==> config.mk <==
export PLATFORM = sky130hd
export DESIGN_NAME = bdsw_dist_mem
export DESIGN_NICKNAME = d
export VERILOG_FILES = /design/src/design/bdsw_pkg.sv /design/src/design/bdsw_dist_mem.sv
export SDC_FILE = /design/constraint.sdc
export NUM_CORES = 2
export LEC_CHECK = 0
export ABC_AREA = 0
export ABC_CLOCK_PERIOD_IN_PS = 12300
export BUFFER_PORTS_ARGS = -buffer_cell sky130_fd_sc_hd__buf_2
export CAP_MARGIN = 0
export CORE_UTILIZATION = 60
export CTS_CLUSTER_SIZE = 12
export DETAILED_ROUTE_END_ITERATION = 10
export MAX_ROUTING_LAYER = met4
export PLACE_DENSITY_LB_ADDON = 0.25
export SLEW_MARGIN = 20
export SYNTH_ARGS = -nofsm -noshare
export SYNTH_HDL_FRONTEND = slang
export SYNTH_SLANG_ARGS = --single-unit
==> constraint.sdc <==
create_clock -name clk -period 12.3 [get_ports clk]
set_clock_uncertainty 0.2 [all_clocks]
set_input_delay 0.615 -clock clk [delete_from_list [all_inputs] [get_ports clk]]
set_output_delay 0.615 -clock clk [all_outputs]
set_load 0.1 [all_outputs]
==> src/design/bdsw_pkg.sv <==
`default_nettype none
package bdsw_pkg;

  localparam int CFG_W_W    = 11;
  localparam int CFG_H_W    = 16;
  localparam int CFG_R_W    = 3;
  localparam int CFG_IDX_W  = 2;
  localparam int CFG_DATA_W = 16;

  localparam int PIX_W     = 8;
  localparam int ROW_W     = 16;
  localparam int OUT_COL_W = 10;

  localparam int DEF_MAX_WIDTH  = 1024;
  localparam int DEF_MAX_RADIUS = 7;

  localparam logic [CFG_IDX_W-1:0] CFG_IDX_WIDTH  = 2'd0;
  localparam logic [CFG_IDX_W-1:0] CFG_IDX_HEIGHT = 2'd1;
  localparam logic [CFG_IDX_W-1:0] CFG_IDX_RADIUS = 2'd2;

  localparam logic [CFG_W_W-1:0] RST_WIDTH  = 11'd640;
  localparam logic [CFG_H_W-1:0] RST_HEIGHT = 16'd480;
  localparam logic [CFG_R_W-1:0] RST_RADIUS = 3'd1;

  localparam logic [PIX_W-1:0] PIX_ON  = 8'd255;
  localparam logic [PIX_W-1:0] PIX_OFF = 8'd0;

  // raster facts of one word, worked out when it is taken in
  typedef struct packed {
    logic                 interior;
    logic                 frame_end;
    logic                 col_zero;
    logic [ROW_W-1:0]     out_row;
    logic [OUT_COL_W-1:0] out_col;
  } raster_info_t;

endpackage
`default_nettype wire

==> src/design/bdsw_dist_mem.sv <==
`default_nettype none
module bdsw_dist_mem import bdsw_pkg::*; #(
  parameter int DEPTH = DEF_MAX_WIDTH,
  parameter int DW    = 4,
  parameter int SAT   = 15
) (
  input  wire logic                     clk,
  input  wire logic                     rst_n,
  input  wire logic                     rd_en,
  input  wire logic [$clog2(DEPTH)-1:0] rd_addr,
  output logic      [DW-1:0]            rd_data,
  input  wire logic                     wr_en,
  input  wire logic [$clog2(DEPTH)-1:0] wr_addr,
  input  wire logic [DW-1:0]            wr_data,
  output logic                          busy
);

  localparam int AW = $clog2(DEPTH);

  logic [DW-1:0] mem [DEPTH];
  logic [DW-1:0] rd_data_r;
  logic          clr_busy_r;
  logic [AW-1:0] clr_addr_r;

  logic          we;
  logic [AW-1:0] wa;
  logic [DW-1:0] wd;

  // the clearing pass owns the write port until it is done
  always_comb begin
    if (clr_busy_r) begin
      we = 1'b1;
      wa = clr_addr_r;
      wd = DW'(SAT);
    end else begin
      we = wr_en;
      wa = wr_addr;
      wd = wr_data;
    end
  end

  always_ff @(posedge clk) begin
    if (!rst_n) begin
      clr_busy_r <= 1'b1;
      clr_addr_r <= '0;
    end else if (clr_busy_r) begin
      clr_addr_r <= clr_addr_r + AW'(1);
      if (clr_addr_r == AW'(DEPTH - 1)) begin
        clr_busy_r <= 1'b0;
      end
    end
  end

  always_ff @(posedge clk) begin
    if (we) begin
      mem[wa] <= wd;
    end
    if (rd_en) begin
      rd_data_r <= mem[rd_addr];
    end
  end

  assign rd_data = rd_data_r;
  assign busy    = clr_busy_r;

endmodule
`default_nettype wire

==> key figures <==
Outcome
  • Status: finished clean

Clock network
  • Clock-pin slew on the worst setup and hold paths: about 0.06 ns
  • CTS buffer count: between 400 and 500
  • Post-CTS Hold Fix Bufs: 2
  • Post-CTS setup buffers: 0
  • Root Buffer: clkbuf_16
  • CTS sink count: around 4000
  • Post-CTS Resized: 0
  • Clock Latency Late Sink: around 0.9 ns
  • CTS tree: built
  • CTS HTree Levels: 5
  • Max Root-Sink Buffers: 4

Timing
  • Setup violations, final: 0
  • Actual slew at the worst max-slew pin: 1.23 ns
  • Fin. Hold Viols: 0
  • Min cycle time layout: between 5 and 6 ns
  • Crit share post-route: 42.3%
  • Max Freq: just under 0.2 GHz
  • RSZ-0062 raised after global routing: false
  • Pins Over Slew Limit: 0
  • Total negative slack: 0 ns
  • Slew HR: 18.0%

Pwr
  • Logic pwr share: 4.3%
  • Power Total: between 20000 and 30000 uW
  • Sw Pwr: 5770 uW
  • VDD IR max: approximately 0.12 mV
  • Clock Power Share: about two fifths
  • Internal power: 21900 uW
  • Net Sw Frac: a little over a fifth
  • Register share of total power: between 50% and 60%
  • P_leak: between 0.05 and 0.06 uW
  • Pwr dens: ~160 nW/um2

GRT
  • GRT Overall Usage: 33.3%
  • Largest net degree at the start of global routing: between 200 and 250
  • First-pass GRT wire length: roughly 620 mm
  • Initial antenna violation count: 26
  • Vias in the first global route: roughly 85000
  • GR Overflow Total: 0

Floorplan
  • Die Y: between 500 and 600 um
  • # rows: 190
  • Die width: roughly 520 um
  • Die ar.: 273000 um2
  • Core area: 269000 um2
  • # IOs: 33
  • Initial core utilization: between 60 and 70%

Logic synthesis
  • Ys async rst share: 0%
  • Yosys cell types: 73
  • Post-Syn Area: about 160000 um2
  • Number of synthesized flops with an enable pin: about 4000
  • Syn. warnings: 0
  • Avg Cell Area, Syn: just under 20 um2
  • Mapped Cells: roughly 8300
  • Sequential fraction of the synthesis area: about 76%
  • #FFs+latches synth: ~4100
  • Nets in the synthesized netlist: 8358
  • Most used DFF post-synth: edfxtp_1

Flow run
  • Maximum Capacitance Violations: 0

Place
  • Routability cong.: ~0.9
  • Placed cell count: roughly 12000
  • # port buffers: 32
  • Post-detail-place hpwl: between 200 and 300 mm

Final layout
  • Commonest cells after routing, fill and taps aside: edfxtp_1, nor2_1, mux4_2
  • Area grow syn2layout: 9.36%
  • Final non-filler cell total: 12200
  • Area of the multi-input gates: between 30000 and 40000 um2
  • Register area: 123000 um2
  • Layout fillers: between 15000 and 20000
  • Layout cells sized above 1: 19.6%
  • Commonest non-fill, non-tap cell in the layout: edfxtp_1
  • Post-layout net count: roughly 8400

Hold path
  • Hold Path Class: in -> reg

Worst setup path
  • Crit Path Class: in -> reg
  • CP arrival: approximately 5.7 ns
  • Critical Path Sink Type: register
  • CP startpoint kind: input pin
  • Worst Path Max Fanout: 115
  • Data required, critical path: 12.75 ns

Route
  • Routed Antenna Nets: 0
  • Drt first-iter violations: ~14000
  • Drt pass-1 iters: 6
  • Final WL: ~440 mm
  • Via/cell ratio: about 7.0
  • DRC violations left: 0
  • Routed vias: 85600
  • Routed wirelength normalized by instance count: about 36 um
## cells by family after synthesis
kind of cell,after synthesis,share of synthesized area [%]
buffers and inverters,604,2.07
adders and majority gates,1,0.00768
xor gates and xnor gates,8,0.0430
DFF,4111,75.8
AOI/OAI and AO/OA,726,3.13
muxes,1369,15.2
and+or+nand+nor,1510,3.79
## cell type report
| type | count | area share, % |
|---|---|---|
| Clock inverter | 95 | 0.380 |
| Sequential cell | 4111 | 69.3 |
| Clock buffer | 529 | 6.13 |
| Antenna cell | 23 | 0.0323 |
| Multi-Input combinational cell | 3614 | 20.5 |
| Timing Repair Buffer | 238 | 1.15 |
| Inverter | 14 | 0.0394 |
| Tap cell | 3552 | 2.50 |
## power groups by stage
stage | sequential, uW | combinational [uW] | clock (uW)
floorplan | 15500 | 747 | 0
global placement | 15500 | 1150 | 0
detailed placement | 15500 | 1150 | 0
CTS | 15200 | 1160 | 11300
global route | 15200 | 1200 | 11800
finish | 15200 | 1180 | 11300
## sequential cells by signal, summed over array words and instances, names as in the netlist
signal      count
mem          4096
clr_addr_r     10
rd_data         4
busy            1
## routing by layer
metal	up-vias	share of wire, %	global-route usage (%)	routed length (um)
li1	34100	-	-	-
met1	44400	36	44.8	156000
met2	6077	47	50.2	207000
met3	1028	12	7.02	53600
met4	0	4.7	13.9	20600
met5	-	0	-	0
## final timing paths
path	slack, ns	end	depth (start not counted)	from
worst max-delay path	7.09	rd_data[1]$_DFFE_PP_	12	rd_addr[0]
worst min-delay path	0.20	mem[776][3]$_DFFE_PP_	2	wr_data[3]
worst max register to register	7.93	mem[621][2]$_DFFE_PP_	9	busy$_SDFF_PN1_
worst min register to register	0.41	clr_addr_r[5]$_SDFFE_PN0P_	2	clr_addr_r[5]$_SDFFE_PN0P_
## per-stage QoR
stage	cell area [um2]	util, %	hold WS (ns)	setup slack, ns
final	178000	66.2	0.200	7.09
after detailed placement	166000	61.8	0.386	6.24
after global placement	166000	61.8	0.358	6.19
after floorplan	163000	-	0.314	1.42
after global routing	178000	66.2	0.216	6.90
after CTS	178000	66.1	0.141	7.18
## cells in the mapped netlist (13+ instances only)
cell,instances,area (um2)
nor2b_1,13,81.3
buf_6,84,946
inv_1,14,52.6
and2_1,17,106
o21ai_0,81,405
a31oi_1,14,87.6
buf_2,54,270
nor3_1,91,455
a2111oi_0,17,149
nand3_1,45,225
a22o_1,14,123
clkbuf_1,341,1280
a211oi_1,16,120
mux4_2,880,19800
a221oi_1,14,123
mux2i_1,466,4660
buf_4,48,360
nand2_1,139,522
buf_1,46,173
o22ai_1,108,676
a21oi_1,140,701
or3_1,16,100
nor4_1,16,100
edfxtp_1,4100,123000
a22oi_1,74,556
mux2_2,23,259
o221ai_1,179,1570
nor2_1,1115,4190
## critical path, cell delays in order
cell and delay, ns:
buf_12 0.46, buf_12 0.64, buf_12 0.66, buf_12 0.62, mux4_2 0.59, mux4_2 0.49
nand2_1 0.14, nand3_1 0.16, nand4_1 0.29, nor4_1 0.07, a31oi_1 0.23, nand3_1 0.12
No activity file was read; power rests on OpenSTA's default activity.
