`src/design/bdsw_pkg.sv`:
```
`default_nettype none
package bdsw_pkg;

  localparam int CFG_W_W    = 11;
  localparam int CFG_H_W    = 16;
  localparam int CFG_R_W    = 3;
  localparam int CFG_IDX_W  = 2;
  localparam int CFG_DATA_W = 16;

  localparam int PIX_W     = 8;
  localparam int ROW_W     = 16;
  localparam int OUT_COL_W = 10;

  localparam int DEF_MAX_WIDTH  = 1024;
  localparam int DEF_MAX_RADIUS = 7;

  localparam logic [CFG_IDX_W-1:0] CFG_IDX_WIDTH  = 2'd0;
  localparam logic [CFG_IDX_W-1:0] CFG_IDX_HEIGHT = 2'd1;
  localparam logic [CFG_IDX_W-1:0] CFG_IDX_RADIUS = 2'd2;

  localparam logic [CFG_W_W-1:0] RST_WIDTH  = 11'd640;
  localparam logic [CFG_H_W-1:0] RST_HEIGHT = 16'd480;
  localparam logic [CFG_R_W-1:0] RST_RADIUS = 3'd1;

  localparam logic [PIX_W-1:0] PIX_ON  = 8'd255;
  localparam logic [PIX_W-1:0] PIX_OFF = 8'd0;

  // raster facts of one word, worked out when it is taken in
  typedef struct packed {
    logic                 interior;
    logic                 frame_end;
    logic                 col_zero;
    logic [ROW_W-1:0]     out_row;
    logic [OUT_COL_W-1:0] out_col;
  } raster_info_t;

endpackage
`default_nettype wire

```
`src/design/bdsw_raster.sv`:
```
`default_nettype none
module bdsw_raster import bdsw_pkg::*; #(
  parameter int MAX_WIDTH  = DEF_MAX_WIDTH,
  parameter int MAX_RADIUS = DEF_MAX_RADIUS,
  parameter int CW         = $clog2(MAX_WIDTH),
  parameter int WW         = ($clog2(MAX_WIDTH + 1) > CFG_W_W) ? $clog2(MAX_WIDTH + 1) : CFG_W_W,
  parameter int RW         = $clog2(MAX_RADIUS + 1)
) (
  input  wire logic               clk,
  input  wire logic               rst_n,
  input  wire logic               advance,
  input  wire logic [WW-1:0]      eff_w,
  input  wire logic [CFG_H_W-1:0] eff_h,
  input  wire logic [RW-1:0]      rad,
  input  wire logic [RW:0]        span,
  output logic      [CW-1:0]      addr,
  output raster_info_t            info
);

  logic [ROW_W-1:0] row_r, row_nxt;
  logic [CW-1:0]    col_r, col_nxt;

  logic [ROW_W:0]             r_a, r_inc;
  logic [CW-1:0]              c_a;
  logic [ROW_W-1:0]           r0;
  logic [CW-1:0]              c0;
  logic [WW-1:0]              c_inc;
  logic [OUT_COL_W+CW-1:0]    col_tmp;
  logic                       interior;

  always_comb begin
    // a size change can leave the position outside the frame: wrap it first
    r_a = {1'b0, row_r};
    c_a = col_r;
    if (WW'(col_r) >= eff_w) begin
      c_a = '0;
      r_a = {1'b0, row_r} + (ROW_W + 1)'(1);
    end
    if (r_a >= {1'b0, eff_h}) begin
      r_a = '0;
      c_a = '0;
    end
    r0 = r_a[ROW_W-1:0];
    c0 = c_a;

    c_inc   = WW'(c0) + WW'(1);
    r_inc   = {1'b0, r0} + (ROW_W + 1)'(1);
    col_nxt = CW'(c_inc);
    row_nxt = r0;
    if (c_inc >= eff_w) begin
      col_nxt = '0;
      row_nxt = (r_inc >= {1'b0, eff_h}) ? '0 : r_inc[ROW_W-1:0];
    end

    interior = (r0 >= ROW_W'(span)) && (WW'(c0) >= WW'(span));
    col_tmp  = {{OUT_COL_W{1'b0}}, c0 - CW'(rad)};

    info.interior  = interior;
    info.frame_end = (r0 == eff_h - CFG_H_W'(1)) && (WW'(c0) == eff_w - WW'(1));
    info.col_zero  = (c0 == '0);
    info.out_row   = interior ? (r0 - ROW_W'(rad)) : '0;
    info.out_col   = interior ? col_tmp[OUT_COL_W-1:0] : '0;
    addr           = c0;
  end

  always_ff @(posedge clk) begin
    if (!rst_n) begin
      row_r <= '0;
      col_r <= '0;
    end else if (advance) begin
      row_r <= row_nxt;
      col_r <= col_nxt;
    end
  end

endmodule
`default_nettype wire

```
`config.mk`:
```
export PLATFORM = sky130hd
export DESIGN_NAME = bdsw_raster
export DESIGN_NICKNAME = d
export VERILOG_FILES = /design/src/design/bdsw_pkg.sv /design/src/design/bdsw_raster.sv
export SDC_FILE = /design/constraint.sdc
export NUM_CORES = 1
export LEC_CHECK = 0
export ABC_CLOCK_PERIOD_IN_PS = 20100
export BUFFER_PORTS_ARGS = -buffer_cell sky130_fd_sc_hd__buf_2
export CELL_PAD_IN_SITES_DETAIL_PLACEMENT = 0
export CELL_PAD_IN_SITES_GLOBAL_PLACEMENT = 1
export CORE_MARGIN = 4
export CORE_UTILIZATION = 40
export DETAILED_ROUTE_END_ITERATION = 10
export GPL_TIMING_DRIVEN = 0
export PLACE_DENSITY = 0.81
export SKIP_LAST_GASP = 1
export SLEW_MARGIN = 20
export SYNTH_ARGS = -nofsm -noshare
export SYNTH_HDL_FRONTEND = slang
export SYNTH_SLANG_ARGS = --single-unit
```
`constraint.sdc`:
```
create_clock -name clk -period 20.1 [get_ports clk]
set_input_delay 4.02 -clock clk [delete_from_list [all_inputs] [get_ports clk]]
set_output_delay 4.02 -clock clk [all_outputs]
set_load 0.05 [all_outputs]
```
==> results of run 1 <==
## stage by stage
stage / instances / area (µm²)
2_1_floorplan: 832 / 5850
3_3_place_gp: 1087 / 6450
3_5_place_dp: 1087 / 6450
4_1_cts: 1091 / 6540
5_1_grt: 1091 / 6540
6_report: 1091 / 6540
## cells in the mapped netlist, types with 6 or more instances
cell / instances
o22ai_1: 7
nand2_1: 68
nor3_1: 30
buf_2: 11
o211ai_1: 10
clkbuf_1: 19
a21o_1: 14
nand3_1: 33
xnor2_1: 58
o21a_1: 6
a211oi_1: 12
mux2i_1: 7
and3_1: 9
nor2b_1: 12
a21oi_1: 63
nand2b_1: 11
nor4_1: 7
a2111oi_0: 6
inv_1: 74
o21ai_0: 48
nor2_1: 70
dfxtp_1: 26
o31ai_1: 9
or4_1: 7
nand4_1: 18
ha_1: 74
and2_1: 9
or3_1: 9
## logic make-up after synthesis
logic type,share of synthesized area [%]
and+or+nand+nor,29.2
AOI/OAI and AO/OA,26.6
buffers and inverters,8.13
adders and majority gates,16.5
xor gates and xnor gates,9.44
DFF,8.90
muxes,1.20
## power groups by stage
stage               sequential (mW)  clock, mW  combinational [mW]
detailed placement           0.0564          0               0.107
global route                 0.0556     0.0520               0.119
floorplan                    0.0558          0              0.0763
finish                       0.0554     0.0506               0.109
CTS                          0.0553     0.0504               0.107
global placement             0.0564          0               0.106
## layout make-up
cell class | count | area, µm²
Fill cell | 1511 | 7560
Multi-Input combinational cell | 692 | 4850
Sequential cell | 26 | 520
Timing Repair Buffer | 75 | 375
Inverter | 77 | 289
Tap cell | 180 | 225
Buffer | 37 | 186
Clock buffer | 4 | 88.8
## registers in the layout (all words and copies together) (netlist names)
name   flops
col_r     10
row_r     16
## metal layers
metal / global-route usage, % / up-vias / part of all wire (%)
li1: - / 3180 / -
met5: 0 / - / 0
met4: 4.63 / 0 / 1.8
met3: 2.70 / 26 / 7.8
met1: 37.9 / 3075 / 48
met2: 37.1 / 264 / 43
## worst paths after layout
check                               start        end  cells after the start
worst max register to register   col_r[9]   row_r[3]                     33
worst min register to register  row_r[14]  row_r[14]                      2
worst min-delay path            row_r[14]  row_r[14]                      2
worst max-delay path             eff_w[8]   info[23]                     29
## worst max-delay path: cells and delay by family
family          cells  cell delay, ns
buf+inv            10            2.17
compound gates      9            3.22
simple gates        7            1.43
fa+ha+maj           3            0.92
==> results.yml, run 1 <==
setup_path:
  critPathKind: "input port to primary output"
  crit_fanout: 10
  r2r_slack_ns: 11.19
  required_ns: 16.08
  cpMostUsedCell: "buf_2"
  cp_slowest_cell: "a21oi_1"
  cp-end-kind: "primary output"
  crit_path_start_kind: "input port"
  arrival_ns: 11.77
  cpPeakStageDelay_ns: 0.84
placement:
  routabilityCongestion: 0.921
  hpwl_um: 17100
  io_buffers: 75
  place_worst_setup_slack_ns: 4.52
power_and_ir_drop:
  swShare_pct: 43.9
  p_int_mw: 0.120
  clockPowerShare_pct: 23.6
  total_power_mw: 0.215
  share_comb_of_total_power_pct: 50.7
  p_switching_mw: 0.0943
  pwr-share-seq_pct: 25.8
  power_leakage_nw: 3.00
  pwr_density_cell_mw_per_mm2: 32.8
  ir_worst_vdd_mv: 0.0252
clock_network:
  clock-sinks: 26
  clock_latency_ns: 0.27
  clock_path_buffers: 2
  cts_resized: 0
  clk_pin_slew_ns: 0.07
  cts_setup_buffers: 0
  cts.hold.buffers_added: 0
  cts_tree: "done"
  cts_root_buf: "clkbuf_16"
  cts_max_level: 1
  cts_made_buffers: 3
yosys:
  ys_seq_area_share_pct: 8.90
  synth_top_flop_cell: "dfxtp_1"
  ys_ff_latch: 26
  synth.distinct_cells: 82
  yosys.area.top_type: "ha_1"
  ys_warn_count: 0
  syn_nets: 945
  synthesis.instances: 832
  synth_edf_count: 0
  postSynth.asyncResetShare_pct: 0
  synth_top_area_share_pct: 15.8
  syn_area_mm2: 0.00585
  synth.avg_cell_area_um2: 7.03
  synth_area_leaders: "ha_1 (16%), dfxtp_1 (8.9%), xnor2_1 (8.7%)"
timing:
  finalSetupViolCount: 0
  max-slew-margin-rel_pct: 28.6
  post-route-period-util_pct: 78.6
  fin_crit_ns: 15.79
  hold_viol: 0
  finalMaxSlewViolations: 0
  tightest_slew_ns: 1.07
  rsz0062_at_grt: "false"
  skew_ns: 0.00660
  hold-worst-slack_ns: 0.583
  max_freq_ghz: 0.0633
  final.setup.tns_ns: 0
  worst_slack_ns: 4.31
status:
  status: "finished clean"
floorplanning:
  dieArea_mm2: 0.0166
  fp.dieH_um: 129
  io_pins: 76
  rows: 43
  chipWidth_um: 129
  core-area_mm2: 0.0141
  initial_core_util_pct: 41.5
final_layout:
  final_net_count: 1025
  final_cell_mix: "buf_2 (86), inv_1 (74), ha_1 (74), nor2_1 (70), nand2_1 (68)"
  n_antenna_cell: 0
  final_util_pct: 46.4
  area_growth_pct: 11.8
  mostFrequentLayoutCell: "buf_2"
  layout-drive-gt1-share_pct: 13.4
drt:
  drt_pass1_iterations: 5
  drt-total-wl_um: 20800
  via_count: 6545
  wl_per_cell_um: 19.0
  ant_nets: 0
  drc: 0
  drt_iter0_drc: 767
  vias_per_cell: 6.00
global_route:
  antenna_found_initial: 0
  track_usage_pct: 24.7
  gr-total-overflow: 0
  grt_pass1_vias: 5855
  grt_pass1_wl_um: 32800
  grt_start_max_net_pins: 15
worst_hold_path:
  hold_class: "flip-flop to flip-flop"
flow_run:
  drv_cap: 0
Power figures use the tool's default switching activity.
==> run 2, diff against run 1 <==
--- a/config.mk
+++ b/config.mk
@@ -5,15 +5,15 @@
 export SDC_FILE = /design/constraint.sdc
 export NUM_CORES = 1
 export LEC_CHECK = 0
-export ABC_CLOCK_PERIOD_IN_PS = 20100
+export ABC_CLOCK_PERIOD_IN_PS = 14120
 export BUFFER_PORTS_ARGS = -buffer_cell sky130_fd_sc_hd__buf_2
 export CELL_PAD_IN_SITES_DETAIL_PLACEMENT = 0
 export CELL_PAD_IN_SITES_GLOBAL_PLACEMENT = 1
 export CORE_MARGIN = 4
-export CORE_UTILIZATION = 40
+export CORE_UTILIZATION = 39
 export DETAILED_ROUTE_END_ITERATION = 10
 export GPL_TIMING_DRIVEN = 0
-export PLACE_DENSITY = 0.81
+export PLACE_DENSITY = 0.82
 export SKIP_LAST_GASP = 1
 export SLEW_MARGIN = 20
 export SYNTH_ARGS = -nofsm -noshare
==> constraint.sdc (replaced) <==
create_clock -name clk -period 14.12 [get_ports clk]
set_input_delay 2.824 -clock clk [delete_from_list [all_inputs] [get_ports clk]]
set_output_delay 2.824 -clock clk [all_outputs]
set_load 0.05 [all_outputs]
==> run 2 against run 1 <==
Against the previous run:
- critical endpoint unchanged
- largest cell class unchanged
- largest power group unchanged
- flip-flop and latch count stayed put
- first-iteration DRC count is 20% lower
- design area up 0.33%
- highest routed layer unchanged
==> results.yml, run 2 (same netlist as run 1, synthesis figures left out) <==
floorplanning:
  chipWidth_um: 130
  io_pins: 76
  initial_core_util_pct: 40.1
  core-area_mm2: 0.0146
  rows: 44
  fp.dieH_um: 130
  dieArea_mm2: 0.0170
final_layout:
  seqCellArea_um2: 520
  final_util_pct: 44.9
  top_regs: "row_r x16, col_r x10"
  layout-drive-gt1-share_pct: 13.4
  multi_input_area_mm2: 0.00485
  final_cell_mix: "buf_2 (86), inv_1 (74), ha_1 (74), nor2_1 (70), nand2_1 (68)"
  largest_reg_flops: 16
  mostFrequentLayoutCell: "buf_2"
  area_growth_pct: 12.2
  fillers: 1567
  final_net_count: 1025
  n_antenna_cell: 0
  largest_register: "row_r"
setup_path:
  cp_slowest_cell: "a21oi_1"
  crit_path_start_kind: "input port"
  critPathKind: "input port to primary output"
  r2r-start: "col_r[9]"
  crit_fanout: 10
  cp-end-kind: "primary output"
  arrival_ns: 10.41
  cpMostUsedCell: "buf_2"
  r2r-end: "row_r[15]"
  r2r_slack_ns: 5.28
  required_ns: 11.30
  cpPeakStageDelay_ns: 0.77
  r2r_cells: 31
timing:
  rsz0062_at_grt: "false"
  post-route-period-util_pct: 93.7
  final.setup.tns_ns: 0
  max_freq_ghz: 0.0756
  finalSetupViolCount: 0
  finalMaxSlewViolations: 0
  skew_ns: 0.00909
  fin_crit_ns: 13.23
  max-slew-margin-rel_pct: 34.4
  hold-worst-slack_ns: 0.586
  hold_viol: 0
  tightest_slew_ns: 0.985
  worst_slack_ns: 0.890
worst_hold_path:
  min_from: "col_r[7]"
  min_delay_path_depth: 2
  hold_path_end: "col_r[7]"
  hold_class: "flip-flop to flip-flop"
global_route:
  antenna_found_initial: 0
  grt_busiest_layer: "met2"
  grt_start_max_net_pins: 16
  met1_usage_pct: 36.0
  grt_util_met2_pct: 37.8
  track_usage_pct: 24.1
  met3_usage_pct: 1.71
  gr-total-overflow: 0
  grt_pass1_wl_um: 32900
  grt_pass1_vias: 6091
power_and_ir_drop:
  pwr_density_cell_mw_per_mm2: 48.5
  power_leakage_nw: 3.00
  total_power_mw: 0.318
  ir_worst_vdd_mv: 0.0568
clock_network:
  cts_resized: 0
  clock_path_buffers: 2
  clock_latency_ns: 0.27
  cts_setup_buffers: 0
  clock-sinks: 26
  cts_root_buf: "clkbuf_16"
  cts_tree: "done"
  cts.hold.buffers_added: 0
  cts_max_level: 1
  clk_pin_slew_ns: 0.07
  cts_made_buffers: 3
flow_run:
  drv_cap: 0
drt:
  drc: 0
  wl_per_cell_um: 19.0
  vias_per_cell: 5.97
  drt_pass1_iterations: 6
  via_count: 6541
  drt_iter0_drc: 614
  ant_nets: 0
  drt-total-wl_um: 20800
placement:
  place_worst_setup_slack_ns: 1.03
  io_buffers: 75
  routabilityCongestion: 0.913
  hpwl_um: 17200
status:
  status: "finished clean"
## run 2: worst max-delay path: cells and delay by family
family,cells,cell delay (ns)
AOI/OAI and AO/OA,10,3.40
adders and majority gates,3,0.94
buffers and inverters,10,2.18
and+or+nand+nor,6,1.05
## run 2: how the worst max path moves through the flow
stage | from | endpoint | slack [ns]
after global routing | eff_w[8] | info[23] | 0.33
after floorplan | eff_w[8] | info[23] | 2.58
after global placement | eff_w[8] | info[23] | 1.05
after detailed placement | eff_w[8] | info[23] | 1.03
after CTS | eff_w[2] | info[23] | 1.01
final | eff_w[8] | info[23] | 0.89
## run 2: power breakdown
group / leakage (nW) / internal, mW / total (mW) / switching [mW]
Combinational: 2.74 / 0.0521 / 0.155 / 0.103
Sequential: 0.212 / 0.0757 / 0.0787 / 0.00305
Clock: 0.0511 / 0.0565 / 0.0844 / 0.0279
Total: 3.00 / 0.184 / 0.318 / 0.134
## run 2: area by class of cell
cell class	instances	area share, %
clock inverters	1	0.458
clock buffers	3	1.15
repair buffers	75	5.73
well taps	184	3.51
plain buffers	37	2.84
multi-input cells	692	74.0
flip-flops and latches	26	7.94
inverters	77	4.41
## run 2: routing by layer
layer  routed length, µm  up-vias
li1                    -     3187
met1                9820     3052
met2                9010      263
met3                1390       39
met4                 551        0
met5                   0        -
## run 2: through the flow
stage	area [µm²]	std cells
after global routing	6560	1095
after floorplan	5850	832
final	6560	1095
after detailed placement	6450	1091
after CTS	6560	1095
after global placement	6450	1091
==> run 3, diff against run 2 <==
--- a/config.mk
+++ b/config.mk
@@ -9,7 +9,7 @@
 export BUFFER_PORTS_ARGS = -buffer_cell sky130_fd_sc_hd__buf_2
 export CELL_PAD_IN_SITES_DETAIL_PLACEMENT = 0
 export CELL_PAD_IN_SITES_GLOBAL_PLACEMENT = 1
-export CORE_MARGIN = 4
+export CORE_MARGIN = 8
 export CORE_UTILIZATION = 39
 export DETAILED_ROUTE_END_ITERATION = 10
 export GPL_TIMING_DRIVEN = 0
==> run 3 against run 2 <==
Against the previous run:
- worst setup slack lost 0.035 ns
- sequential share of layout area about the same
- flip-flop and latch count is the same
- worst hold slack improved by 0.0013 ns
- die area increased by 13%
- core utilization is 0.11 points lower
- combinational power barely moved
==> results.yml, run 3 (same netlist as run 1, synthesis figures left out) <==
power_and_ir_drop:
  pwr-share-seq_pct: 25.8
  clockPowerShare_pct: 23.6
  pwr_density_cell_mw_per_mm2: 46.7
  power_leakage_nw: 3.00
  ir_worst_vdd_mv: 0.0411
  share_comb_of_total_power_pct: 50.6
  p_switching_mw: 0.135
  swShare_pct: 44.0
  p_int_mw: 0.171
timing:
  fin_crit_ns: 13.26
  hold_viol: 0
  finalSetupViolCount: 0
  max-slew-margin-rel_pct: 32.6
  max_freq_ghz: 0.0754
  final.setup.tns_ns: 0
  tightest_slew_ns: 1.01
  worst_slack_ns: 0.855
  finalMaxSlewViolations: 0
  rsz0062_at_grt: "false"
  post-route-period-util_pct: 93.9
  skew_ns: 0.00705
floorplanning:
  chipWidth_um: 138
  rows: 44
  io_pins: 76
  fp.dieH_um: 138
  dieArea_mm2: 0.0192
  initial_core_util_pct: 40.1
  core-area_mm2: 0.0146
final_layout:
  largest_reg_flops: 16
  final_net_count: 1025
  area_growth_pct: 11.9
  fin_cells: 1095
  n_antenna_cell: 0
  final_cell_mix: "buf_2 (86), inv_1 (74), ha_1 (74), nor2_1 (70), nand2_1 (68)"
  mostFrequentLayoutCell: "buf_2"
  layout-drive-gt1-share_pct: 13.4
  fillers: 1558
  largest_register: "row_r"
  top_regs: "row_r x16, col_r x10"
global_route:
  grt_pass1_vias: 6020
  grt_pass1_wl_um: 33500
  antenna_found_initial: 0
  gr-total-overflow: 0
  track_usage_pct: 21.0
  grt_start_max_net_pins: 15
setup_path:
  r2r_slack_ns: 5.25
  r2r-start: "col_r[9]"
  r2r_cells: 33
  cp-end-kind: "primary output"
  crit_path_start_kind: "input port"
  crit_path_end: "info[23]"
  critPathKind: "input port to primary output"
  crit_fanout: 10
  crit_start: "eff_w[8]"
  r2r-end: "row_r[8]"
  arrival_ns: 10.44
  required_ns: 11.30
drt:
  met3_length_um: 1070
  drc: 0
  ant_nets: 0
  vias_per_cell: 5.89
  via_count: 6449
  wl_per_cell_um: 19.2
  top_layer: "met4"
  wl_met2_um: 9290
  drt-total-wl_um: 21000
  drt_pass1_iterations: 5
  drt-met1-wl_um: 10200
  drt_iter0_drc: 605
status:
  status: "finished clean"
clock_network:
  clock_path_buffers: 2
  cts_setup_buffers: 0
  clk_pin_slew_ns: 0.07
  cts_tree: "done"
  cts_made_buffers: 3
  cts_root_buf: "clkbuf_16"
  clock-sinks: 26
  clock_latency_ns: 0.27
  cts_resized: 0
  cts_max_level: 1
  cts.hold.buffers_added: 0
placement:
  hpwl_um: 17400
  routabilityCongestion: 0.918
  dp.cells: 1091
  io_buffers: 75
  place_worst_setup_slack_ns: 1.07
worst_hold_path:
  min_delay_path_depth: 2
  hold_class: "flip-flop to flip-flop"
  min_from: "col_r[7]"
flow_run:
  drv_cap: 0
[run 3: power by group through the flow]
| stage | combinational, mW | clock, mW | sequential [mW] |
|---|---|---|---|
| 2_1_floorplan | 0.109 | 0 | 0.0794 |
| 3_3_place_gp | 0.152 | 0 | 0.0803 |
| 3_5_place_dp | 0.152 | 0 | 0.0803 |
| 4_1_cts | 0.153 | 0.0721 | 0.0786 |
| 5_1_grt | 0.169 | 0.0753 | 0.0791 |
| 6_report | 0.155 | 0.0723 | 0.0788 |
[run 3: area by class of cell]
type / instances / area [µm²] / share of cell area [%]
plain buffers: 37 / 186 / 2.85
clock buffers: 4 / 88.8 / 1.36
inverters: 77 / 289 / 4.42
multi-input cells: 692 / 4850 / 74.2
flip-flops and latches: 26 / 520 / 7.96
well taps: 184 / 230 / 3.52
repair buffers: 75 / 375 / 5.74
[run 3: worst min-delay path by stage]
stage and to:
2_1_floorplan col_r[7], 3_3_place_gp row_r[14], 3_5_place_dp row_r[14], 4_1_cts col_r[7]
5_1_grt row_r[14], 6_report col_r[7]
[run 3: per-layer routing]
| metal | GRT usage, % | vias up |
|---|---|---|
| met1 | 30.0 | 2997 |
| met2 | 33.1 | 234 |
| met4 | 5.78 | 0 |
| met5 | 0 | - |
| met3 | 1.03 | 26 |
| li1 | - | 3192 |
[run 3: through the flow]
stage	util [%]	cell area, µm²	hold WS (ns)	total power [mW]
after floorplan	-	5850	0.503	0.188
after global placement	44.2	6450	0.562	0.232
after detailed placement	44.2	6450	0.579	0.232
after CTS	44.8	6540	0.590	0.304
after global routing	44.8	6540	0.626	0.323
final	44.8	6540	0.587	0.306
[run 3: worst max-delay path, stage by stage]
cell and delay [ns]:
buf_2 0.12, inv_1 0.09, ha_1 0.33, a211oi_1 0.26, nor3_1 0.14, a31oi_4 0.37, a2111oi_0 0.17, nor2_1 0.48
clkinv_1 0.41, ha_1 0.40, and4_1 0.25, nor4b_1 0.28, o21ai_0 0.16, o211ai_1 0.37, or2_1 0.19, buf_2 0.22
buf_2 0.26, buf_2 0.30, nor2_1 0.16, inv_1 0.18, ha_1 0.21, inv_1 0.05, a21o_1 0.18, a21oi_1 0.79
and3_1 0.43, a21oi_1 0.12, a2111oi_2 0.37, buf_2 0.33
